<file path="src/hw/rtl/scs_pkg.sv">
// Shared types, constants and helper functions for the subtitle cue scheduler.
// Used by every module of the block but scs_ram; depends on nothing.
package scs_pkg;

   localparam int QUEUE_DEPTH  = 256;
   localparam int ADDR_BITS    = $clog2(QUEUE_DEPTH);
   localparam int FILL_BITS    = $clog2(QUEUE_DEPTH + 1);
   localparam int TICKS_PER_MS = 90;
   localparam int SERIAL_BITS  = 32;
   localparam int TIME_BITS    = 39;
   localparam int PROD_BITS    = 32 + $clog2(TICKS_PER_MS + 1);

   localparam logic [TIME_BITS-1:0] TIME_MAX       = '1;
   localparam logic [23:0]          DURATION_RESET = 24'd270000;

   localparam logic [1:0] CMD_ARRIVAL = 2'd0;
   localparam logic [1:0] CMD_TICK    = 2'd1;
   localparam logic [1:0] CMD_RESET   = 2'd2;

   localparam logic [1:0] ARR_NONE   = 2'd0;
   localparam logic [1:0] ARR_QUEUED = 2'd1;
   localparam logic [1:0] ARR_EMPTY  = 2'd2;
   localparam logic [1:0] ARR_FULL   = 2'd3;

   localparam int         CSR_INDEX_BITS = 2;
   localparam int         CSR_DATA_BITS  = 24;
   localparam logic [1:0] CSR_TIMING     = 2'd0;
   localparam logic [1:0] CSR_DURATION   = 2'd1;

   typedef struct packed {
      logic [1:0]  command;
      logic [32:0] packet_time;
      logic [31:0] start_offset_ms;
      logic [31:0] end_offset_ms;
      logic [32:0] packet_length;
      logic        has_text;
      logic        has_regions;
      logic [38:0] audio_clock;
      logic        audio_valid;
      logic [38:0] video_clock;
      logic        video_valid;
   } req_type;

   typedef struct packed {
      logic        hide_now;
      logic        show_now;
      logic [31:0] cue_id;
      logic        cue_is_bitmap;
      logic [1:0]  arrival_status;
      logic [8:0]  queue_level;
   } rsp_type;

   typedef struct packed {
      logic [TIME_BITS-1:0]   start_time;
      logic [TIME_BITS-1:0]   stop_time;
      logic [SERIAL_BITS-1:0] serial;
      logic                   bitmap;
   } entry_type;

   localparam int ENTRY_BITS = $bits(entry_type);

   typedef struct packed {
      logic load;
      logic mul;
      logic add;
      logic cap;
      logic push;
      logic tick;
      logic scan;
      logic finish;
      logic clear;
      logic emit;
   } ctl_type;

   typedef struct packed {
      logic [1:0] command;
      logic       clock_ok;
      logic       fill_zero;
      logic       push_ok;
      logic       scan_done;
      logic       out_free;
   } sts_type;

   function automatic logic [TIME_BITS-1:0] sat_add(input logic [TIME_BITS-1:0] a,
                                                   input logic [TIME_BITS-1:0] b);
      logic [TIME_BITS:0] sum;
      sum = {1'b0, a} + {1'b0, b};
      return sum[TIME_BITS] ? TIME_MAX : sum[TIME_BITS-1:0];
   endfunction

   function automatic logic [TIME_BITS-1:0] clamp_time(input logic [PROD_BITS-1:0] p);
      logic [TIME_BITS+PROD_BITS-1:0] wide;
      wide = (TIME_BITS+PROD_BITS)'(p);
      return (wide > (TIME_BITS+PROD_BITS)'(TIME_MAX)) ? TIME_MAX : wide[TIME_BITS-1:0];
   endfunction

   function automatic logic [ADDR_BITS-1:0] slot_add(input logic [ADDR_BITS-1:0] base,
                                                    input logic [FILL_BITS-1:0] off);
      logic [FILL_BITS:0] sum;
      sum = (FILL_BITS+1)'(base) + (FILL_BITS+1)'(off);
      if (sum >= (FILL_BITS+1)'(QUEUE_DEPTH)) begin
         sum = sum - (FILL_BITS+1)'(QUEUE_DEPTH);
      end
      return sum[ADDR_BITS-1:0];
   endfunction

endpackage

</file>
<file path="src/hw/rtl/scs_ctrl.sv">
// Sequencer of the cue scheduler: steps arrivals, ticks, queue resets and unknown commands.
// Depends on scs_pkg for the command and status structs.
module scs_ctrl (
   input  logic             clock,
   input  logic             reset,
   input  logic             req_valid,
   output logic             req_stall,
   input  scs_pkg::sts_type sts,
   output scs_pkg::ctl_type ctl
);

   localparam logic [3:0] ST_IDLE   = 4'd0;
   localparam logic [3:0] ST_DECODE = 4'd1;
   localparam logic [3:0] ST_MUL    = 4'd2;
   localparam logic [3:0] ST_ADD    = 4'd3;
   localparam logic [3:0] ST_CAP    = 4'd4;
   localparam logic [3:0] ST_PUSH   = 4'd5;
   localparam logic [3:0] ST_TICK   = 4'd6;
   localparam logic [3:0] ST_SCAN   = 4'd7;
   localparam logic [3:0] ST_FINISH = 4'd8;
   localparam logic [3:0] ST_CLEAR  = 4'd9;
   localparam logic [3:0] ST_EMIT   = 4'd10;

   logic [3:0] state_ff;
   logic [3:0] state_in;

   always_comb begin
      state_in  = state_ff;
      ctl       = '0;
      req_stall = 1'b1;
      case (state_ff)
         ST_IDLE: begin
            req_stall = 1'b0;
            if (req_valid) begin
               ctl.load = 1'b1;
               state_in = ST_DECODE;
            end
         end
         ST_DECODE: begin
            case (sts.command)
               scs_pkg::CMD_ARRIVAL: state_in = ST_MUL;
               scs_pkg::CMD_TICK:    state_in = ST_TICK;
               default:              state_in = ST_CLEAR;
            endcase
         end
         ST_MUL: begin
            ctl.mul  = 1'b1;
            state_in = ST_ADD;
         end
         ST_ADD: begin
            ctl.add  = 1'b1;
            state_in = ST_CAP;
         end
         ST_CAP: begin
            ctl.cap  = 1'b1;
            state_in = sts.push_ok ? ST_PUSH : ST_EMIT;
         end
         ST_PUSH: begin
            ctl.push = 1'b1;
            state_in = ST_EMIT;
         end
         ST_TICK: begin
            ctl.tick = 1'b1;
            if (!sts.clock_ok) begin
               state_in = ST_EMIT;
            end else if (sts.fill_zero) begin
               state_in = ST_FINISH;
            end else begin
               state_in = ST_SCAN;
            end
         end
         ST_SCAN: begin
            ctl.scan = 1'b1;
            if (sts.scan_done) begin
               state_in = ST_FINISH;
            end
         end
         ST_FINISH: begin
            ctl.finish = 1'b1;
            state_in   = ST_EMIT;
         end
         ST_CLEAR: begin
            ctl.clear = 1'b1;
            state_in  = ST_EMIT;
         end
         ST_EMIT: begin
            if (sts.out_free) begin
               ctl.emit = 1'b1;
               state_in = ST_IDLE;
            end
         end
         default: begin
            state_in = ST_IDLE;
         end
      endcase
   end

   always_ff @(posedge clock) begin
      if (reset) begin
         state_ff <= ST_IDLE;
      end else begin
         state_ff <= state_in;
      end
   end

endmodule

</file>
<file path="config.mk">
export PLATFORM = sky130hd
export DESIGN_NAME = scs_ctrl
export DESIGN_NICKNAME = d
export VERILOG_FILES = /design/src/hw/rtl/scs_pkg.sv /design/src/hw/rtl/scs_ctrl.sv
export SDC_FILE = /design/constraint.sdc
export NUM_CORES = 1
export LEC_CHECK = 0
export BUFFER_PORTS_ARGS = -buffer_cell sky130_fd_sc_hd__buf_4
export CAP_MARGIN = 20
export CORE_AREA = 2 2 39 41
export CTS_CLUSTER_DIAMETER = 80
export DETAILED_ROUTE_END_ITERATION = 8
export DIE_AREA = 0 0 41 43
export GPL_TIMING_DRIVEN = 0
export HOLD_SLACK_MARGIN = 0.02
export PLACE_DENSITY = 0.66
export RECOVER_POWER = 25
export SETUP_SLACK_MARGIN = 0.05
export SLEW_MARGIN = 10
export SYNTH_ARGS = -nofsm -noshare
export SYNTH_HDL_FRONTEND = slang
export SYNTH_SLANG_ARGS = --single-unit
export TNS_END_PERCENT = 50
</file>
<file path="constraint.sdc">
create_clock -name clock -period 3.84 [get_ports clock]
set_clock_uncertainty 0.2 [all_clocks]
set_input_delay 1.152 -clock clock [delete_from_list [all_inputs] [get_ports clock]]
set_output_delay 1.152 -clock clock [all_outputs]
set_load 0.02 [all_outputs]
</file>
# Word level (Yosys, flattened, before mapping)
# Cells that the tools add are included.
[totals]
regBits = 4
input_bits = 10
out_inout_bits = 11
word_cells = 40
[classes]
eq_ne = 14
n_mux = 21
reduce_logical = 4
[op_table]
columns = ["operator", "n"]
rows = [
  ["$pmux 4 s9", 1],
  ["$mux 4", 6],
  ["$eq 4x3->1 const B", 4],
  ["$mux 1", 13],
  ["$eq 4x4->1 const B", 3],
  ["$eq 4x2->1 const B", 2],
  ["$pmux 4 s2", 1],
  ["$ne 2x2->1 const B", 3],
  ["$eq 4x1->1 const B", 1],
  ["$logic_not 4->1", 1],
  ["$reduce_and 3->1", 1],
  ["$reduce_or 3->1", 1],
  ["$eq 2x1->1 const B", 1],
  ["$logic_not 2->1", 1],
]

# Depth between registers and ports, before layout
# Gate-level depths: netlist (run 1).
[logic_depth]
depth_word = 3
depth_mapped = 5
mapped_depth_nobuf = 4

# Worst setup path after synthesis (run 1)
# Ideal clock, no wire load.
[synth_path]
path_kind = "in2out"
from = "input sts[0] (netlist bit)"
to = "output ctl[0] (netlist bit)"
arrival_time_ns = 1.676
slack_ns = 0.812
stages = 2
path_buffers = 0
path_cell_list = "inv_1 -> nor3_1"
[synth_lines]
columns = ["item", "line", "source"]
rows = [
  ["from (decl)", "scs_ctrl.sv:8", "input scs_pkg::sts_type sts,"],
  ["to (decl)", "scs_ctrl.sv:9", "output scs_pkg::ctl_type ctl"],
]

==> flow_summary.yaml, run 1 <==
status:
  status: "finished clean"
logic_synthesis:
  syn_inst: 59
  yosysWarnings: 0
  synth_top_area_cell: "dfxtp_1"
  ys_ff_latch: 4
  syn_area_per_cell_sq_um: 7.02
  ys_seq_area_frac: 0.193
  synth.area.mux_share: 0
  yosys.area.top_type_share: 0.193
  yosys.area_share.adder: 0
  synthArstFlopShare: 0
  yosysUniqueCellTypes: 27
  synth-simple-area-share: 0.444
  ys.flop_type: "dfxtp_1"
  synth_edf_count: 0
  netlist_area_sq_um: 414
  synth_top_family_by_area: "simple AND/OR/NAND/NOR gates"
  syn_nets: 69
  synth_xor_area_frac: 0
  synthTopCellsByArea: "dfxtp_1, nor2_1, nand2b_1"
  synth_compound_area_frac: 0.275
pwr:
  peakVddDrop_mv: 0.206
  powerDensity_nw_per_um2: 607
  total_power_mw: 0.366
  power.leakage_nw: 0.268
routing:
  drt-initial-drc-count: 11
  wl_mm: 1.09
  wl_per_cell_um: 11.2
  vias: 489
  firstDrtPassIters: 4
  ant_nets: 0
  post-route-drc-count: 0
  vias_per_cell: 4.99
global_routing:
  grt_max_degree: 11
  grt_util_met3: 0.0524
  antenna_found_initial: 0
  grt_util_met2: 0.238
  groute.usage.overall: 0.146
  grt_pass1_vias: 476
  busiest_layer: "met2"
  grt_pass1_wl_mm: 1.80
  met1_usage: 0.163
  grt_overflow: 0
timing:
  timing.hold.ws_ns: 0.445
  worst_pin_slew_ns: 0.429
  drv_slew: 0
  max_freq_mhz: 337
  post-route-min-period_ns: 2.96
  period_share: 0.772
  final.setup.tns_ns: 0
  timing.final.ws_setup_ns: 0.876
  rsz0062_at_grt: "no"
  timing.slew.headroom: 0.711
  finalHoldViolations: 0
  setup_viol: 0
floorplanning:
  dieArea_sq_um: 1760
  num_rows: 14
  core_sq_um: 1380
  die_x_um: 41
  die_h_um: 43
  initial_utilization: 0.299
  io_pins: 21
clock_tree:
  worstSkewPairLatency_ns: 0.23
  clk_pin_slew_ns: 0.04
  root_buffer: "clkbuf_4"
  cts.repair.resized: 0
  hold_buffers: 0
  numCtsBuffers: 3
  cts_max_path_buffers: 2
  tritoncts: "done"
  htree_levels: 1
  numClockSinks: 4
  postCtsSetupRepairBufs: 0
cells_and_area:
  mostFrequentLayoutCells: "buf_4, nor2_1, nand2_1"
  reg_top3: "state_ff x4"
  finalCoreUtilization: 0.436
  fill_cells: 149
  nets: 94
  regMostFlops: "state_ff"
  largest_reg_flops: 4
  antenna_cells: 0
  final_common_cell: "buf_4"
  drive_gt1_frac: 0.366
  area_growth_pct: 45.6
critical_path:
  startpoint: "sts[0]"
  cp.arrival_ns: 1.61
  path_class: "in2out"
  start_kind: "primary input"
  crit_chain: "buf_4 -> inv_1 -> nor3_1 -> buf_4"
  critPathSlowestCell: "nor3_1"
  critPathMaxFanout: 3
  cp.required_ns: 2.49
  reg2reg_from: "state_ff[3]$_SDFFE_PP0P_"
  cpPeakStageDelay_ns: 0.17
  critPathTopFamily: "buffers and inverters"
  rrSetupSlack_ns: 2.19
  r2r_cells: 5
  critPathCapture: "ctl[0]"
  rr_endpoint: "state_ff[0]$_SDFFE_PP0P_"
  crit_cells: 4
  crit_buf_inv: 3
  cp_common_cell: "buf_4"
  end_kind: "primary output"
run:
  cap_violations: 0
placed_design:
  place_ws_ns: 0.883
  gp_congestion: 0.809
  dp_hpwl_um: 856
  io_buffer_count: 20
hold_path:
  hp-class: "reg2reg"
-- cell type report --
cell class,count,area (sq um),share of cell area
Tap cell,16,20.0,0.0332
Clock buffer,3,22.5,0.0373
Multi-Input combinational cell,49,298,0.494
Sequential cell,4,80.1,0.133
Timing Repair Buffer,20,146,0.243
Buffer,4,28.8,0.0477
Inverter,2,7.51,0.0124
-- worst min-delay path by stage --
stage	from	to	slack [ns]	depth (start not counted)
finish	state_ff[3]$_SDFFE_PP0P_	state_ff[2]$_SDFFE_PP0P_	0.44	2
global route	state_ff[2]$_SDFFE_PP0P_	state_ff[2]$_SDFFE_PP0P_	0.51	3
CTS	state_ff[3]$_SDFFE_PP0P_	state_ff[2]$_SDFFE_PP0P_	0.45	2
detailed placement	state_ff[3]$_SDFFE_PP0P_	state_ff[2]$_SDFFE_PP0P_	0.44	2
global placement	state_ff[3]$_SDFFE_PP0P_	state_ff[2]$_SDFFE_PP0P_	0.44	2
floorplan	state_ff[3]$_SDFFE_PP0P_	state_ff[2]$_SDFFE_PP0P_	0.38	2
-- where the power goes --
| part | internal (mW) | switching (mW) | total (mW) |
|---|---|---|---|
| Combinational | 0.110 | 0.142 | 0.252 |
| Clock | 0.0348 | 0.0148 | 0.0496 |
| Sequential | 0.0557 | 0.00863 | 0.0644 |
| Total | 0.201 | 0.166 | 0.366 |
-- Yosys cell counts, types with 2 or more instances --
cell type	n
a21oi_1	5
buf_2	2
dfxtp_1	4
inv_1	2
nand2_1	6
nand2b_1	5
nor2_1	9
nor3_1	5
o21ai_0	3
-- tightest hold or removal path, delay by kind of cell, from the launching register on --
kind            cells  cell delay [ns]
flops               1             0.32
buf+inv             1             0.21
compound gates      1             0.07
-- logic make-up (layout without fill, tap and decap cells) --
family / Yosys count / after routing
buffers and inverters: 6 / 29
and+or+nand+nor: 33 / 33
DFF: 4 / 4
AOI/OAI and AO/OA: 16 / 16
-- metal layers --
| layer | vias to the layer above | routed length, um |
|---|---|---|
| met5 | - | 0 |
| met4 | 0 | 0 |
| met3 | 0 | 72 |
| met2 | 21 | 528 |
| met1 | 209 | 493 |
| li1 | 259 | - |
-- metrics by stage --
step,instance area [sq um],instances
after CTS,607,98
final,603,98
after global routing,603,98
after floorplan,414,59
after detailed placement,584,95
after global placement,584,95
Power figures use the tool's default switching activity.
==> run 2, diff against run 1 <==
- PLACE_DENSITY: 0.66 -> 0.68
- clock period: 3.84 -> 2.7 ns (I/O delays scaled with it)
==> flow_summary.yaml, run 2 (synthesis results as in run 1) <==
status:
  status: "finished clean"
clock_tree:
  worstSkewPairLatency_ns: 0.23
  clk_pin_slew_ns: 0.04
  root_buffer: "clkbuf_4"
  postCtsSetupRepairBufs: 0
  cts_max_path_buffers: 2
  numCtsBuffers: 3
  numClockSinks: 4
  tritoncts: "done"
  htree_levels: 1
  hold_buffers: 0
  cts.repair.resized: 0
critical_path:
  critPathMaxFanout: 10
  rrSetupSlack_ns: 1.09
  cp.required_ns: 1.69
  critPathTopFamily: "simple AND/OR/NAND/NOR gates"
  r2r_cells: 5
  cp.arrival_ns: 1.30
  start_kind: "flip-flop"
  reg2reg_from: "state_ff[3]$_SDFFE_PP0P_"
  cpPeakStageDelay_ns: 0.31
  path_class: "reg2out"
  critPathSlowestCell: "dfxtp_1"
  crit_buf_inv: 2
  end_kind: "primary output"
  crit_chain: "buf_2 -> nand2b_1 -> nor3_1 -> buf_4"
  rr_endpoint: "state_ff[0]$_SDFFE_PP0P_"
floorplanning:
  dieArea_sq_um: 1760
  core_sq_um: 1380
  initial_utilization: 0.299
  num_rows: 14
  die_x_um: 41
  die_h_um: 43
  io_pins: 21
routing:
  vias_per_cell: 5.09
  post-route-drc-count: 0
  drt-initial-drc-count: 11
  wl_mm: 1.10
  vias: 499
  wl_per_cell_um: 11.2
  ant_nets: 0
  firstDrtPassIters: 4
placed_design:
  gp_congestion: 0.763
  dp_hpwl_um: 825
  io_buffer_count: 20
timing:
  drv_slew: 0
  rsz0062_at_grt: "no"
  post-route-min-period_ns: 2.31
  finalHoldViolations: 0
  final.setup.tns_ns: 0
  max_freq_mhz: 432
  setup_viol: 0
  timing.hold.ws_ns: 0.458
  timing.slew.headroom: 0.748
  worst_pin_slew_ns: 0.374
  period_share: 0.856
global_routing:
  grt_pass1_wl_mm: 1.86
  grt_pass1_vias: 467
  grt_max_degree: 11
  antenna_found_initial: 0
  grt_overflow: 0
  groute.usage.overall: 0.154
cells_and_area:
  multiInputGateArea_sq_um: 298
  ff_latch_area_sq_um: 80.1
  antenna_cells: 0
  nets: 94
  area_growth_pct: 45.6
  drive_gt1_frac: 0.366
  mostFrequentLayoutCells: "buf_4, nor2_1, nand2_1"
  final_common_cell: "buf_4"
  regMostFlops: "state_ff"
  reg_top3: "state_ff x4"
  largest_reg_flops: 4
  fill_cells: 158
pwr:
  total_power_mw: 0.523
  peakVddDrop_mv: 0.493
  power.leakage_nw: 0.268
  powerDensity_nw_per_um2: 867
run:
  cap_violations: 0
hold_path:
  min_from: "state_ff[3]$_SDFFE_PP0P_"
  holdPathStages: 2
  holdPathEnd: "state_ff[2]$_SDFFE_PP0P_"
  hp-class: "reg2reg"
[run 2: cell counts in the layout (fill, tap and decap cells not counted)]
Identical to the previous run, type by type.
[run 2: worst register-to-register path: stages (launching register included)]
cell and delay [ns]:
dfxtp_1 0.31, buf_2 0.18, nor4b_1 0.15, o21ai_0 0.25, o21ai_0 0.23, o41ai_2 0.21
[run 2: area by class of cell]
class,instances,area share
well taps,16,0.0332
flip-flops and latches,4,0.133
repair buffers,20,0.243
clock buffers,3,0.0373
plain buffers,4,0.0477
multi-input cells,49,0.494
inverters,2,0.0124
[run 2: per-stage QoR]
stage	instance area [sq um]	utilization	setup slack, ns	std cells
CTS	607	0.439	0.371	98
global route	603	0.436	0.295	98
global placement	584	0.422	0.423	95
floorplan	414	-	0.356	59
detailed placement	584	0.422	0.428	95
finish	603	0.436	0.388	98
[run 2: how the worst max path moves through the flow]
stage	from	endpoint	slack, ns	depth (start not counted)
global route	state_ff[2]$_SDFFE_PP0P_	ctl[3]	0.30	4
global placement	sts[0]	ctl[0]	0.42	4
detailed placement	sts[0]	ctl[0]	0.43	4
CTS	state_ff[3]$_SDFFE_PP0P_	ctl[6]	0.37	4
finish	state_ff[3]$_SDFFE_PP0P_	ctl[6]	0.39	4
floorplan	sts[0]	ctl[0]	0.36	2
[run 2: metal layers]
layer	global-route usage	part of all wire	up-vias
met2	0.213	0.45	18
met4	0.0333	0	0
li1	-	-	257
met5	0	0	-
met3	0.0890	0.077	0
met1	0.203	0.47	224
[run 2: where the power goes]
group          internal [mW]  switching, mW
Sequential            0.0793         0.0136
Combinational          0.156          0.201
Clock                 0.0496         0.0234
Total                  0.285          0.238
==> run 3, diff against run 2 <==
- CTS_BUF_LIST: default -> sky130_fd_sc_hd__clkbuf_8
==> flow_summary.yaml, run 3 (synthesis results as in run 1) <==
floorplanning:
  initial_utilization: 0.299
  io_pins: 21
  core_sq_um: 1380
  num_rows: 14
  dieArea_sq_um: 1760
  die_x_um: 41
  die_h_um: 43
cells_and_area:
  mostFrequentLayoutCells: "buf_4, nor2_1, nand2_1"
  fill_cells: 159
  reg_top3: "state_ff x4"
  drive_gt1_frac: 0.366
  final_common_cell: "buf_4"
  antenna_cells: 0
  largest_reg_flops: 4
  nets: 94
  area_growth_pct: 50.2
  fin_cells: 98
  regMostFlops: "state_ff"
run:
  cap_violations: 0
timing:
  setup_viol: 0
  timing.slew.headroom: 0.751
  finalHoldViolations: 0
  max_freq_mhz: 435
  period_share: 0.851
  final.setup.tns_ns: 0
  drv_slew: 0
  worst_pin_slew_ns: 0.370
  post-route-min-period_ns: 2.30
  rsz0062_at_grt: "no"
routing:
  drt-initial-drc-count: 9
  vias_per_cell: 5.05
  firstDrtPassIters: 2
  wl_per_cell_um: 11.1
  ant_nets: 0
  post-route-drc-count: 0
  vias: 495
  wl_mm: 1.09
hold_path:
  holdPathEnd: "state_ff[2]$_SDFFE_PP0P_"
  holdPathStages: 2
  min_from: "state_ff[3]$_SDFFE_PP0P_"
  hp-class: "reg2reg"
global_routing:
  groute.usage.overall: 0.157
  grt_overflow: 0
  grt_max_degree: 11
  antenna_found_initial: 0
  grt_pass1_vias: 466
  grt_pass1_wl_mm: 1.87
placed_design:
  dp.cells: 95
  io_buffer_count: 20
  dp_hpwl_um: 825
  gp_congestion: 0.763
clock_tree:
  postCtsSetupRepairBufs: 0
  hold_buffers: 0
  numClockSinks: 4
  cts.repair.resized: 0
  cts_max_path_buffers: 2
  tritoncts: "done"
  numCtsBuffers: 3
  root_buffer: "clkbuf_8"
  worstSkewPairLatency_ns: 0.22
  clk_pin_slew_ns: 0.03
  htree_levels: 1
critical_path:
  cp.arrival_ns: 1.29
  reg2reg_from: "state_ff[3]$_SDFFE_PP0P_"
  rrSetupSlack_ns: 1.09
  cp.required_ns: 1.69
  r2r_cells: 5
  critPathMaxFanout: 10
  startpoint: "state_ff[3]$_SDFFE_PP0P_"
  end_kind: "primary output"
  start_kind: "flip-flop"
  rr_endpoint: "state_ff[0]$_SDFFE_PP0P_"
  path_class: "reg2out"
pwr:
  p_sw_mw: 0.243
  p_clk_frac: 0.214
  switching_share: 0.423
  power.leakage_nw: 0.276
  p_int_mw: 0.331
  powerDensity_nw_per_um2: 922
  peakVddDrop_mv: 0.499
  power_frac_seq: 0.162
  p_comb_frac: 0.624
status:
  status: "finished clean"
[run 3: through the flow]
step | util | setup WS, ns | total power [mW] | hold slack, ns | area, sq um
after floorplan | - | 0.356 | 0.346 | 0.377 | 414
after global placement | 0.422 | 0.423 | 0.449 | 0.445 | 584
after detailed placement | 0.422 | 0.428 | 0.451 | 0.454 | 584
after CTS | 0.452 | 0.397 | 0.578 | 0.458 | 626
after global routing | 0.449 | 0.320 | 0.621 | 0.501 | 622
final | 0.449 | 0.403 | 0.573 | 0.449 | 622
[run 3: worst max-delay path by stage]
stage | to
after floorplan | ctl[0]
after global placement | ctl[0]
after detailed placement | ctl[0]
after CTS | ctl[6]
after global routing | ctl[3]
final | ctl[6]
[run 3: layout make-up]
| type | instances | area [sq um] | area share |
|---|---|---|---|
| multi-input cells | 49 | 298 | 0.479 |
| repair buffers | 20 | 146 | 0.235 |
| flip-flops and latches | 4 | 80.1 | 0.129 |
| clock buffers | 3 | 41.3 | 0.0664 |
| plain buffers | 4 | 28.8 | 0.0463 |
| well taps | 16 | 20.0 | 0.0322 |
| inverters | 2 | 7.51 | 0.0121 |
[run 3: power groups by stage]
stage,clock network [mW],logic (mW),registers (mW)
after floorplan,0,0.257,0.0885
after global placement,0,0.357,0.0923
after detailed placement,0,0.357,0.0934
after CTS,0.127,0.359,0.0926
after global routing,0.133,0.394,0.0946
final,0.123,0.357,0.0928
[run 3: routing by layer]
metal	vias to the layer above	global-route usage	wire, um
li1	257	-	-
met1	221	0.203	498
met2	17	0.213	494
met3	0	0.105	96
met4	0	0.0333	0
met5	-	0	0
[run 3: worst max-delay path: stages, from the launching register on]
cell and delay, ns:
dfxtp_1 0.30, buf_2 0.18, nand2b_1 0.26, nor3_1 0.17
buf_4 0.17
